### src/rtl/core/glmm_pkg.sv
// Package for the grid local maximum marker.
// Holds shared constants and the item control type; no dependencies.
package glmm_pkg;

  localparam int MAX_GRID   = 1024;
  localparam int VALUE_BITS = 8;
  localparam int CFG_BITS   = 11;
  localparam int GRID_RESET = 8;
  localparam int QUEUE_DEPTH = 4;

  typedef struct packed {
    logic emit;
    logic interior;
    logic last;
  } glmm_tok_t;

  localparam int TOK_BITS = $bits(glmm_tok_t);

endpackage

### src/rtl/core/glmm_queue.sv
// Short item queue between the front end and the back end.
// Depends on glmm_pkg for the default depth.
module glmm_queue #(
  parameter int WIDTH = 8,
  parameter int DEPTH = glmm_pkg::QUEUE_DEPTH
) (
  input  logic             clk_i,
  input  logic             rst_ni,
  input  logic             push_i,
  input  logic [WIDTH-1:0] data_i,
  output logic             full_o,
  input  logic             pop_i,
  output logic [WIDTH-1:0] data_o,
  output logic             empty_o
);

  localparam int PW = (DEPTH > 1) ? $clog2(DEPTH) : 1;
  localparam int CNW = $clog2(DEPTH + 1);

  logic [WIDTH-1:0] mem_q [DEPTH];
  logic [PW-1:0]    wp_q, rp_q;
  logic [CNW-1:0]   cnt_q;

  assign full_o  = cnt_q == CNW'(DEPTH);
  assign empty_o = cnt_q == '0;
  assign data_o  = mem_q[rp_q];

  always_ff @(posedge clk_i) begin
    if (push_i) begin
      mem_q[wp_q] <= data_i;
    end
  end

  always_ff @(posedge clk_i or negedge rst_ni) begin
    if (!rst_ni) begin
      wp_q  <= '0;
      rp_q  <= '0;
      cnt_q <= '0;
    end else begin
      if (push_i) begin
        wp_q <= (wp_q == PW'(DEPTH - 1)) ? '0 : wp_q + PW'(1);
      end
      if (pop_i) begin
        rp_q <= (rp_q == PW'(DEPTH - 1)) ? '0 : rp_q + PW'(1);
      end
      if (push_i && !pop_i) begin
        cnt_q <= cnt_q + CNW'(1);
      end else if (pop_i && !push_i) begin
        cnt_q <= cnt_q - CNW'(1);
      end
    end
  end

  a_no_overflow : assert property (@(posedge clk_i) disable iff (!rst_ni)
    !(push_i && full_o))
    else $error("Item pushed into a full queue.");

  a_no_underflow : assert property (@(posedge clk_i) disable iff (!rst_ni)
    !(pop_i && empty_o))
    else $error("Item popped from an empty queue.");

  a_count_bounded : assert property (@(posedge clk_i) disable iff (!rst_ni)
    cnt_q <= CNW'(DEPTH))
    else $error("Queue fill count exceeds its depth.");

endmodule

### config.mk
export PLATFORM = sky130hd
export DESIGN_NAME = glmm_queue
export DESIGN_NICKNAME = d
export VERILOG_FILES = /design/src/rtl/core/glmm_pkg.sv /design/src/rtl/core/glmm_queue.sv
export SDC_FILE = /design/constraint.sdc
export NUM_CORES = 1
export LEC_CHECK = 0
export BUFFER_PORTS_ARGS = -buffer_cell sky130_fd_sc_hd__buf_4
export CAP_MARGIN = 30
export CELL_PAD_IN_SITES_DETAIL_PLACEMENT = 0
export CELL_PAD_IN_SITES_GLOBAL_PLACEMENT = 2
export CORE_ASPECT_RATIO = 1.5
export CORE_MARGIN = 1.5
export CORE_UTILIZATION = 45
export CTS_CLUSTER_SIZE = 10
export DETAILED_ROUTE_END_ITERATION = 10
export PLACE_DENSITY_LB_ADDON = 0.05
export SLEW_MARGIN = 0
export SYNTH_ARGS = -nofsm -noshare
export SYNTH_HDL_FRONTEND = slang
export SYNTH_SLANG_ARGS = --single-unit
### constraint.sdc
create_clock -name clk_i -period 4.12 [get_ports clk_i]
set_input_delay 0.824 -clock clk_i [delete_from_list [all_inputs] [get_ports clk_i]]
set_output_delay 0.824 -clock clk_i [all_outputs]
set_load 0.01 [all_outputs]
==> impl_metrics.ini, run 1 <==
[synthesis]
synth.most_common_cell = edfxtp_1
synth_cell_types = 18
async_reset_ff_frac = 0.179
synthTopCellsByArea = edfxtp_1, mux4_2, dfrtp_1
ys_warn_count = 0
synth_nets = 98
synth_commonest_cells = edfxtp_1, mux4_2, dfrtp_1
syn_avg_cell_area_um2 = 19.9
synth_top_flop_cell = edfxtp_1
synth_top_cell_by_area = edfxtp_1
yosysSeqAreaShare = 0.724
synth_edf_count = 32
ys_ff_latch = 39
synth_top_area_share = 0.612
netlist_area_um2 = 1570
synthCells = 79

[floorplan]
dieArea_um2 = 3860
dieWidth_um = 51.2
ioPinCount = 22
initial_utilization = 0.464
rows = 26
die_height_um = 75.3
core_um2 = 3380

[global_routing]
grt_overflow = 0
grt_antenna_before_repair = 0
grt_max_degree = 12
first_global_vias = 773
grtUsageTotal = 0.141
grt_pass1_wl_mm = 3.61

[route]
vias = 748
routedWlPerCell_um = 15.8
vias_per_cell = 5.05
drc_errors = 0
antenna_left = 0
wirelength_mm = 2.33
dr.pass1.iters = 4
drtIter0Drc = 10

[cells_and_area]
syn2layout_area_growth_pct = 17.5
n_antenna_cell = 0
drive_gt1_frac = 0.358
multi_input_area_um2 = 399
nets = 124
fin_cells = 148
utilization = 0.545
fillers = 305
register_area_um2 = 1140

[placed_design]
gp_congestion = 0.630
place_inst = 140
dp_hpwl_mm = 1.65
dp_slack_ns = 1.83
port_buffers = 21

[hold_path]
hold_path.class = in2async

[clock_network]
root_buffer = clkbuf_8
cts_buffers = 5
cts.repair.resized = 0
clkSlewWorstSetupHoldPaths_ns = 0.07
h-tree-depth = 2
clockBufferDepth = 2
worstSkewPairLatency_ns = 0.28
cts_setup_buffers = 0
cts_tree = yes
postCtsHoldBufs = 0
clock-sinks = 39

[sta]
drv_slew = 0
slew-limit-headroom = 0.604
setup_tns_ns = 0
hold_viol = 0
setup_violations = 0
finClkSkew_ns = 0.00375
worst_pin_slew_ns = 0.594
timing.final.ws_setup_ns = 1.54
hold-worst-slack_ns = 0.341
period_minus_slack_ns = 2.58
timing.final.crit_share = 0.626
rsz0062_at_grt = false
fmaxAchievable_mhz = 388

[setup_path]
endpoint_kind = output port
crit_type = reg2out
path_cells = mux4_2 > buf_4
cp.required_ns = 3.30
setup.worst_path.start = rp_q[0]
reg2reg_depth = 2
r2r-end = rp_q[1]
crit-reg2reg-launch = rp_q[0]
rrSetupSlack_ns = 2.69
max_stage_delay_ns = 0.72
critPathLaunchType = flop
slowest_stage = dfrtp_1
crit_arrival_ns = 1.75
crit_fanout = 11

[power_and_ir_drop]
clockPowerShare = 0.199
power_frac_comb = 0.294
seqPwrFrac = 0.507
ir_drop_uv = 337
p_int_uw = 845
power.switching_uw = 342
power_density_nw_per_um2 = 643
power.leakage_nw = 0.692
switching_share = 0.288

[run_status]
status = complete, no violations

[job]
cap_violations = 0
power groups by stage:
| stage | Clock, mW | Combinational (mW) | Sequential (mW) |
|---|---|---|---|
| 5_1_grt | 0.256 | 0.382 | 0.615 |
| 4_1_cts | 0.245 | 0.357 | 0.606 |
| 2_1_floorplan | 0 | 0.270 | 0.559 |
| 3_5_place_dp | 0 | 0.357 | 0.613 |
| 6_report | 0.236 | 0.349 | 0.602 |
| 3_3_place_gp | 0 | 0.346 | 0.610 |
stage by stage:
| stage | total power, mW | area [µm²] |
|---|---|---|
| floorplan | 0.828 | 1570 |
| global placement | 0.956 | 1760 |
| detailed placement | 0.970 | 1760 |
| CTS | 1.21 | 1850 |
| global route | 1.25 | 1850 |
| finish | 1.19 | 1850 |
state kept, by name, summed over array words and instances, names as in the netlist:
| register | cells |
|---|---|
| mem_q | 32 |
| cnt_q | 3 |
| wp_q | 2 |
| rp_q | 2 |
critical path: cells and delay by family, from the launching register on:
kind	cells	cell delay (ns)
muxes	1	0.59
buffers and inverters	1	0.16
DFF	1	0.72
worst max-delay path by stage:
stage	slack, ns	end
finish	1.54	data_o[2]
global route	1.46	data_o[2]
CTS	1.51	data_o[2]
detailed placement	1.83	data_o[2]
global placement	1.82	data_o[2]
floorplan	2.23	cnt_q[2]
final cells by class:
| cell class | count | area share |
|---|---|---|
| clock inverter | 1 | 0.00271 |
| tap | 42 | 0.0285 |
| multi-input combinational | 33 | 0.216 |
| timing repair buffer | 21 | 0.0854 |
| clock buffer | 7 | 0.0414 |
| sequential | 39 | 0.616 |
| inverter | 5 | 0.0102 |
kinds of logic (layout without fill, tap and decap cells):
| logic type | Yosys count | in the layout | share of synthesized area |
|---|---|---|---|
| DFF | 39 | 39 | 0.724 |
| muxes | 11 | 11 | 0.136 |
| and+or+nand+nor | 10 | 10 | 0.0343 |
| adders and majority gates | 7 | 7 | 0.0606 |
| buffers and inverters | 7 | 34 | 0.0223 |
| xor gates and xnor gates | 3 | 3 | 0.0167 |
| AOI/OAI and AO/OA | 2 | 2 | 0.00637 |
cells in the final DEF, fill, tap and decap left out:
master / n
edfxtp_1: 32
buf_4: 21
mux4_2: 8
dfrtp_1: 7
ha_1: 6
inv_1: 5
clkbuf_8: 5
and2_1: 4
mux2_2: 3
o21ai_0: 2
nor2_1: 2
xor2_1: 2
clkbuf_1: 2
nor3_1: 1
nor3b_1: 1
xnor2_1: 1
nand3_1: 1
nand2_1: 1
fa_1: 1
clkinv_2: 1
routing by layer:
layer / wire length [µm] / global-route usage / part of all wire / vias up
met5: 0 / 0 / 0 / -
met4: 62 / 0.0877 / 0.027 / 0
met3: 98 / 0.0529 / 0.042 / 6
met2: 1220 / 0.240 / 0.52 / 18
met1: 950 / 0.148 / 0.41 / 375
li1: - / - / - / 349
Note: power is estimated with default switching activity, not from simulation.
==> run 2: changes to the inputs <==
--- a/config.mk
+++ b/config.mk
@@ -11,7 +11,7 @@
 export CELL_PAD_IN_SITES_GLOBAL_PLACEMENT = 2
 export CORE_ASPECT_RATIO = 1.5
 export CORE_MARGIN = 1.5
-export CORE_UTILIZATION = 45
+export CORE_UTILIZATION = 37
 export CTS_CLUSTER_SIZE = 10
 export DETAILED_ROUTE_END_ITERATION = 10
 export PLACE_DENSITY_LB_ADDON = 0.05
==> constraint.sdc (replaced) <==
create_clock -name clk_i -period 2.3 [get_ports clk_i]
set_input_delay 0.46 -clock clk_i [delete_from_list [all_inputs] [get_ports clk_i]]
set_output_delay 0.46 -clock clk_i [all_outputs]
set_load 0.01 [all_outputs]
==> impl_metrics.ini, run 2 (synthesized netlist as in run 1, its figures left out) <==
[run_status]
status = complete, no violations

[clock_network]
worstSkewPairLatency_ns = 0.28
clock-sinks = 39
cts_setup_buffers = 0
clkSlewWorstSetupHoldPaths_ns = 0.07
clockBufferDepth = 2
root_buffer = clkbuf_8
cts_buffers = 5
h-tree-depth = 2
cts_tree = yes

[global_routing]
grt_overflow = 0
grt_antenna_before_repair = 0
grt_max_degree = 12
first_global_vias = 774
grtUsageTotal = 0.122
grt_pass1_wl_mm = 4.01
met2_usage = 0.202
gr-usage-met3 = 0.0419
busiest_layer = met2
grtUsageMet1 = 0.143

[setup_path]
endpoint_kind = output port
cp.required_ns = 1.84
crit_arrival_ns = 1.56
crit_fanout = 11
crit_type = reg2out
critPathLaunchType = flop

[cells_and_area]
mostFrequentLayoutCells = edfxtp_1, buf_4, mux4_2
reg_top3 = mem_q: 32 flops, cnt_q: 3 flops
syn2layout_area_growth_pct = 18.4
drive_gt1_frac = 0.355
largest_register = mem_q
nets = 125
register_area_um2 = 1140
multi_input_area_um2 = 399
largest_reg_flops = 32
fillers = 362
mostFrequentLayoutCell = edfxtp_1
n_antenna_cell = 0
fin_cells = 152

[floorplan]
core_um2 = 3990
die_height_um = 82.8
initial_utilization = 0.393
ioPinCount = 22
dieWidth_um = 56.2
dieArea_um2 = 4650
rows = 28

[placed_design]
place_inst = 143
gp_congestion = 0.636
dp_hpwl_mm = 1.72
port_buffers = 21

[route]
dr.pass1.iters = 4
drtIter0Drc = 7
vias_per_cell = 4.95
routedWlPerCell_um = 16.2
wirelength_mm = 2.46
vias = 752
drc_errors = 0
antenna_left = 0

[sta]
rsz0062_at_grt = false
drv_slew = 0
slew-limit-headroom = 0.687
setup_violations = 0
finClkSkew_ns = 0.00198
fmaxAchievable_mhz = 496
worst_pin_slew_ns = 0.469
timing.final.crit_share = 0.877
setup_tns_ns = 0
period_minus_slack_ns = 2.02
hold_viol = 0

[power_and_ir_drop]
ir_drop_uv = 583
power_density_nw_per_um2 = 1150
power.leakage_nw = 0.692

[hold_path]
hold_path.class = in2reg

[job]
cap_violations = 0
## run 2: critical path, stage by stage, from the launching register on
cell     delay, ns
dfrtp_2       0.57
mux4_2        0.55
buf_4         0.16
## run 2: metrics by stage
stage	hold slack [ns]	area (µm²)	total power, mW	utilization	setup WS [ns]
CTS	0.369	1860	2.17	0.465	0.0241
global placement	0.285	1770	1.73	0.443	0.348
floorplan	0.164	1570	1.48	-	0.775
global route	0.366	1860	2.27	0.466	0.179
detailed placement	0.284	1770	1.74	0.443	0.335
finish	0.378	1860	2.13	0.466	0.283
## run 2: worst paths after layout
path,startpoint,to,slack (ns),depth (start not counted)
setup / recovery,rp_q[0],data_o[7],0.28,2
hold / removal,data_i[4],mem_q[2][4],0.38,1
setup reg to reg,wp_q[0],mem_q[2][6],0.86,3
hold reg to reg,cnt_q[2],cnt_q[2],0.50,1
max in group asynchronous,rst_ni,rp_q[0],1.63,2
min in group asynchronous,rst_ni,wp_q[0],0.53,2
## run 2: layout make-up
cell class | instances | area share
clock buffer | 8 | 0.0431
inverter | 5 | 0.0101
multi-input combinational | 33 | 0.215
tap | 45 | 0.0303
sequential | 39 | 0.612
timing repair buffer | 22 | 0.0902
## run 2: layer usage
metal	vias up	share of wire
met3	5	0.053
met2	20	0.52
li1	351	-
met1	376	0.41
met5	-	0
met4	0	0.021
## run 2: repair_timing
item	CTS	global route
endpoints found under the setup margin	0	8
hold endpoints to repair	7	0
hold buffers	1	0
resized for setup	0	1
## run 2: power breakdown
part	switching, mW	internal (mW)
clock network	0.209	0.215
logic	0.254	0.373
registers	0.148	0.931
