--- config.mk ---
export PLATFORM = sky130hd
export DESIGN_NAME = glmm_front_flat
export DESIGN_NICKNAME = d
export VERILOG_FILES = /design/src/rtl/core/glmm_pkg.sv /design/src/rtl/core/glmm_if.sv /design/src/rtl/core/glmm_front.sv /design/src/flat_wrapper.sv
export SDC_FILE = /design/constraint.sdc
export NUM_CORES = 1
export LEC_CHECK = 0
export ABC_CLOCK_PERIOD_IN_PS = 10200
export BUFFER_PORTS_ARGS = -buffer_cell sky130_fd_sc_hd__buf_4
export CAP_MARGIN = 40
export CORE_ASPECT_RATIO = 0.6
export CORE_MARGIN = 2
export CORE_UTILIZATION = 67
export CTS_CLUSTER_SIZE = 16
export DETAILED_ROUTE_END_ITERATION = 12
export PLACE_DENSITY = 0.88
export SLEW_MARGIN = 40
export SYNTH_ARGS = -nofsm -noshare
export SYNTH_HDL_FRONTEND = slang
export SYNTH_SLANG_ARGS = --single-unit
export TNS_END_PERCENT = 10
--- constraint.sdc ---
create_clock -name clk_i -period 10.2 [get_ports clk_i]
set_input_delay 1.02 -clock clk_i [delete_from_list [all_inputs] [get_ports clk_i]]
set_output_delay 1.02 -clock clk_i [all_outputs]
set_load 0.05 [all_outputs]
--- src/rtl/core/glmm_pkg.sv ---
// Package for the grid local maximum marker.
// Holds shared constants and the item control type; no dependencies.
package glmm_pkg;

  localparam int MAX_GRID   = 1024;
  localparam int VALUE_BITS = 8;
  localparam int CFG_BITS   = 11;
  localparam int GRID_RESET = 8;
  localparam int QUEUE_DEPTH = 4;

  typedef struct packed {
    logic emit;
    logic interior;
    logic last;
  } glmm_tok_t;

  localparam int TOK_BITS = $bits(glmm_tok_t);

endpackage

--- src/rtl/core/glmm_if.sv ---
// Valid/ready channel interfaces for the pixel input and the marked cell output.
// Depends on glmm_pkg for default widths.
interface glmm_in_if #(
  parameter int VALUE_BITS = glmm_pkg::VALUE_BITS
) ();
  logic                  valid;
  logic                  ready;
  logic [VALUE_BITS-1:0] pixel_value;
  logic                  drain;

  modport source (output valid, pixel_value, drain, input ready);
  modport sink (input valid, pixel_value, drain, output ready);
endinterface


--- src/rtl/core/glmm_front.sv ---
// Front end: grid size register, raster position tracking and per-item classification.
// Depends on glmm_pkg and glmm_in_if; pushes tokens into the item queue.
module glmm_front #(
  parameter int MAX_GRID   = glmm_pkg::MAX_GRID,
  parameter int VALUE_BITS = glmm_pkg::VALUE_BITS
) (
  input  logic                          clk_i,
  input  logic                          rst_ni,
  input  logic                          cfg_we_i,
  input  logic [glmm_pkg::CFG_BITS-1:0] cfg_wdata_i,
  glmm_in_if.sink                       pix_i,
  input  logic                          full_i,
  output logic                          push_o,
  output glmm_pkg::glmm_tok_t           tok_o,
  output logic [$clog2(MAX_GRID)-1:0]   col_o,
  output logic [VALUE_BITS-1:0]         pix_o
);

  localparam int CW   = $clog2(MAX_GRID);
  localparam int RW   = $clog2(MAX_GRID + 3);
  localparam int RstN = (glmm_pkg::GRID_RESET > MAX_GRID) ? MAX_GRID : glmm_pkg::GRID_RESET;

  logic [RW-1:0] n_q, n_d;
  logic [RW-1:0] ir_q, ir_d;
  logic [CW-1:0] ic_q, ic_d;
  logic [RW-1:0] ic_x, ic_n, qr, qc;
  logic          emit, interior, last;

  assign pix_i.ready = !full_i;
  assign push_o      = pix_i.valid && !full_i;

  always_comb begin
    if (cfg_wdata_i == '0) begin
      n_d = RW'(1);
    end else if (32'(cfg_wdata_i) > MAX_GRID) begin
      n_d = RW'(MAX_GRID);
    end else begin
      n_d = RW'(cfg_wdata_i);
    end
  end

  always_comb begin
    ic_x = RW'(ic_q);
    if (ic_q != '0) begin
      emit = ir_q >= RW'(1);
      qr   = ir_q - RW'(1);
      qc   = ic_x - RW'(1);
    end else begin
      emit = ir_q >= RW'(2);
      qr   = ir_q - RW'(2);
      qc   = n_q - RW'(1);
    end
    emit     = emit && (qr < n_q);
    interior = (qr >= RW'(1)) && (qc >= RW'(1)) &&
               (({1'b0, qr} + (RW+1)'(2)) <= {1'b0, n_q}) &&
               (({1'b0, qc} + (RW+1)'(2)) <= {1'b0, n_q});
    last     = (qr == n_q - RW'(1)) && (qc == n_q - RW'(1));

    ic_n = ic_x + RW'(1);
    ir_d = ir_q;
    ic_d = CW'(ic_n);
    if (ic_n >= n_q) begin
      ic_d = '0;
      ir_d = ir_q + RW'(1);
    end
    if (ir_d > n_q + RW'(1)) begin
      ir_d = n_q + RW'(1);
    end
    if (emit && last) begin
      ir_d = '0;
      ic_d = '0;
    end
  end

  assign tok_o = '{emit: emit, interior: interior, last: last};
  assign col_o = ic_q;
  assign pix_o = (pix_i.drain || (ir_q >= n_q)) ? '0 : pix_i.pixel_value;

  always_ff @(posedge clk_i or negedge rst_ni) begin
    if (!rst_ni) begin
      n_q  <= RW'(RstN);
      ir_q <= '0;
      ic_q <= '0;
    end else if (cfg_we_i) begin
      n_q  <= n_d;
      ir_q <= '0;
      ic_q <= '0;
    end else if (push_o) begin
      ir_q <= ir_d;
      ic_q <= ic_d;
    end
  end

  a_col_in_grid : assert property (@(posedge clk_i) disable iff (!rst_ni)
    RW'(ic_q) < n_q)
    else $error("Column position is outside the grid.");

  a_row_bounded : assert property (@(posedge clk_i) disable iff (!rst_ni)
    {1'b0, ir_q} <= {1'b0, n_q} + (RW+1)'(1))
    else $error("Row position ran past the drain limit.");

  a_last_wraps : assert property (@(posedge clk_i) disable iff (!rst_ni)
    push_o && tok_o.emit && tok_o.last |=> ir_q == '0 && ic_q == '0)
    else $error("Position did not return to the grid start after the last cell.");

endmodule

--- src/flat_wrapper.sv ---
// flat-port wrapper written by rule: the top's interface ports become plain ports
module glmm_front_flat 
#(
  parameter int MAX_GRID   = glmm_pkg::MAX_GRID,
  parameter int VALUE_BITS = glmm_pkg::VALUE_BITS
)
  (clk_i, rst_ni, cfg_we_i, cfg_wdata_i, full_i, push_o, tok_o, col_o, pix_o, pix_i_valid, pix_i_pixel_value, pix_i_drain, pix_i_ready);
  glmm_in_if #(.VALUE_BITS(VALUE_BITS)) pix_i_i ();
  input  logic clk_i;
  input  logic rst_ni;
  input  logic cfg_we_i;
  input  logic [glmm_pkg::CFG_BITS-1:0] cfg_wdata_i;
  input  logic full_i;
  output logic push_o;
  output glmm_pkg::glmm_tok_t tok_o;
  output logic [$clog2(MAX_GRID)-1:0] col_o;
  output logic [VALUE_BITS-1:0] pix_o;
  input wire logic [$bits(pix_i_i.valid)-1:0] pix_i_valid;
  input wire logic [$bits(pix_i_i.pixel_value)-1:0] pix_i_pixel_value;
  input wire logic [$bits(pix_i_i.drain)-1:0] pix_i_drain;
  output wire logic [$bits(pix_i_i.ready)-1:0] pix_i_ready;
  assign pix_i_i.valid = pix_i_valid;
  assign pix_i_i.pixel_value = pix_i_pixel_value;
  assign pix_i_i.drain = pix_i_drain;
  assign pix_i_ready = pix_i_i.ready;
  glmm_front #(.MAX_GRID(MAX_GRID), .VALUE_BITS(VALUE_BITS)) u_core (.clk_i(clk_i), .rst_ni(rst_ni), .cfg_we_i(cfg_we_i), .cfg_wdata_i(cfg_wdata_i), .pix_i(pix_i_i), .full_i(full_i), .push_o(push_o), .tok_o(tok_o), .col_o(col_o), .pix_o(pix_o));
endmodule
==> impl_metrics.yaml <==
floorplanning:
  die-area_sq_mm: 0.008523
  die_w_um: 117.9
  die_h_um: 72.32
  start_util_pct: 70.55
  rows: 24
  core_area_sq_mm: 0.007387
  design.portCount: 48
hold_path:
  hold_path.class: "in -> async"
critical_path:
  start_kind: "register"
  path_class: "reg -> out"
  cp_top_family: "simple AND/OR/NAND/NOR gates"
  max_stage_delay_ns: 0.63
  crit_slowest_cell: "nor4_4"
  critPathLaunch: "u_core.col_o[8]"
  worst-path-buf-inv: 1
  cp-end-kind: "output pin"
  r2r-end: "u_core.ir_q[5]"
  cp.arrival_ns: 5.06
  worstPathRequired_ns: 9.18
  worstPathMaxFanout: 11
  ff2ff_setup_slack_ns: 4.83
  rr_worst_depth: 21
  rr_startpoint: "u_core.col_o[0]"
  crit_chain: "nor4_4, nand3_1, nand2_1, a21boi_0, ha_1, nand4_1, nor3b_1, xor2_1, ha_1, nand4_1, nor3_1, nand2_1, o21ai_0, a31oi_1, a311o_1, nor4_1, buf_4"
route:
  firstDrtPassIters: 5
  drt_iter0_drc: 710
  drc: 0
  routedWlPerCell_um: 21.98
  viasPerCell: 6.949
  final_antenna_net_count: 0
  routed-via-count: 5358
  wirelength_um: 16950
finish:
  n_antenna_cell: 0
  final_cell_mix: "ha_1 (80), xnor2_1 (64), buf_4 (50), nand2_1 (48), nor2_1 (44)"
  regArea_sq_um: 802.0
  multiInputGateArea_sq_mm: 0.004158
  nNetsFinal: 771
  area_delta_synth_final_pct: 10.44
  stdcell_count: 771
  num-fill-cells: 504
  final_util_pct: 77.91
  final_common_cell: "ha_1"
  layout-drive-gt1-share_pct: 12.89
clocking:
  clk_pin_slew_ns: 0.06
  cts_buffer_depth: 2
  clk_latency_ns: 0.28
  root_buffer: "clkbuf_16"
  cts_tree: "yes"
  cts_setup_buffers: 0
  cts_sinks: 32
  hold_buffers: 0
  cts_resized: 0
  numCtsBuffers: 5
  cts_max_level: 2
yosys:
  synth_seq_area_share_pct: 15.39
  synth_cells: 638
  synth_nets: 743
  ys_types: 72
  synth-seq-cells: 32
  synth_ff_type: "dfrtp_1"
  synth_enable_flop_cells: 0
  synth_area_per_cell_sq_um: 8.168
  yosysWarnings: 0
  syn-cell-area_sq_mm: 0.005211
  synthArstFlopShare_pct: 100.0
grt:
  grt_usage_pct: 39.49
  antenna_found_initial: 0
  grt_pass1_wl_um: 26410
  grt_pass1_vias: 5087
  grt_max_degree: 33
  grt_overflow: 0
outcome:
  outcome: "finished, final reports clean"
sta:
  finalSetupTns_ns: 0
  worstMarginPinSlew_ns: 0.8017
  setup_viol: 0
  skew_ns: 0.006037
  fmax_mhz: 164.3
  layout_min_cycle_time_ns: 6.085
  setup_slack_ns: 4.115
  finalMaxSlewViolations: 0
  rsz0062_at_grt: "no"
  slew_headroom_pct: 46.26
  hold_viol: 0
  fin_crit_sh_pct: 59.65
power:
  intPower_mw: 0.3933
  p_seq_share_pct: 20.0
  p_leak_nw: 2.627
  p_sw_mw: 0.3240
  p_clk_share_pct: 20.5
  comb_power_share_pct: 59.5
  peakVddDrop_uv: 120.3
  p_sw_share_pct: 45.17
  cellPowerDensity_mw_per_mm2: 124.6
job:
  maxCapViolations: 0
placed_design:
  port_buffers: 47
  placedCellCount: 763
  place_congestion: 1.024
  dp_slack_ns: 4.406
  dp_hpwl_um: 12930
[cell families (layout without fill, tap and decap cells)]
group	count (synthesis)	count (layout)	synth area share (%)
simple gates	226	226	23.60
buf+inv	68	97	5.522
mux	6	6	1.200
flops	32	32	15.39
compound gates	149	149	21.20
fa+ha+maj	80	80	19.21
xor+xnor	77	77	13.88
[layout make-up]
type | instances | share of cell area (%)
multi-input combinational | 538 | 72.24
sequential | 32 | 13.93
timing repair buffer | 50 | 6.522
inverter | 39 | 2.543
tap | 104 | 2.261
clock buffer | 5 | 2.174
clock inverter | 3 | 0.3261
[power by group through the flow]
stage               clock [mW]  combinational (mW)  sequential (mW)
floorplan                    0               0.308            0.142
global placement             0               0.390            0.144
detailed placement           0               0.406            0.145
CTS                      0.147               0.411            0.143
global route             0.151               0.463            0.144
finish                   0.147               0.427            0.143
[worst reg2reg max path: stages, from the launching register on]
cell	delay [ns]
dfrtp_1	0.53
ha_1	0.27
nand3_1	0.14
nor2_1	0.24
nand3_1	0.12
xnor2_1	0.26
ha_1	0.28
o21a_1	0.17
o21a_1	0.17
o21ai_2	0.52
mux2_2	0.43
ha_1	0.32
nor2b_1	0.14
o21a_1	0.16
o21ai_0	0.17
a21o_1	0.15
a21oi_1	0.09
a21boi_1	0.14
buf_4	0.21
or2_2	0.35
o31ai_1	0.25
a32o_1	0.18
[sequential cells by signal (all words and copies together), names as in the netlist]
| name | cells |
|---|---|
| u_core.ir_q | 11 |
| u_core.n_q | 11 |
| u_core.col_o | 10 |
[stage by stage]
stage	total power [mW]	hold slack, ns	cell area, sq um
after floorplan	0.4499	0.5791	5211
after global placement	0.5337	0.6506	5577
after detailed placement	0.5512	0.6868	5588
after CTS	0.6999	0.6895	5732
after global routing	0.7581	0.7189	5756
final	0.7173	0.6772	5756
[cells in the mapped netlist, types with 6 or more instances]
| master | number | area share (%) |
|---|---|---|
| a21oi_1 | 18 | 1.7 |
| nand2_1 | 48 | 3.5 |
| dfrtp_1 | 31 | 15 |
| a21o_1 | 15 | 2.2 |
| nor2_1 | 45 | 3.2 |
| a32o_1 | 12 | 2.3 |
| and3_1 | 7 | 0.84 |
| clkbuf_1 | 17 | 1.2 |
| or4_1 | 7 | 1.0 |
| or3_1 | 6 | 0.72 |
| xnor2_1 | 64 | 11 |
| nor4_1 | 9 | 1.1 |
| inv_1 | 37 | 2.7 |
| nand3_1 | 23 | 2.2 |
| a22o_1 | 8 | 1.3 |
| xor2_1 | 9 | 1.5 |
| o21a_1 | 19 | 2.7 |
| ha_1 | 80 | 19 |
| nor3_1 | 25 | 2.4 |
| o21ai_0 | 23 | 2.2 |
| nand4_1 | 18 | 2.2 |
[worst max path at each step]
stage / end / cells after the start
finish: tok_o[1] / 17
global placement: tok_o[0] / 13
floorplan: tok_o[1] / 18
global route: tok_o[1] / 17
detailed placement: tok_o[1] / 18
CTS: tok_o[1] / 18
[layer usage]
layer / vias up / global-route usage, % / share of wire [%]
li1: 2413 / - / -
met1: 2515 / 52.01 / 42
met2: 382 / 61.37 / 42
met3: 48 / 14.62 / 14
met4: 0 / 11.51 / 2.1
met5: - / 0 / 0
Power figures use the tool's default switching activity.
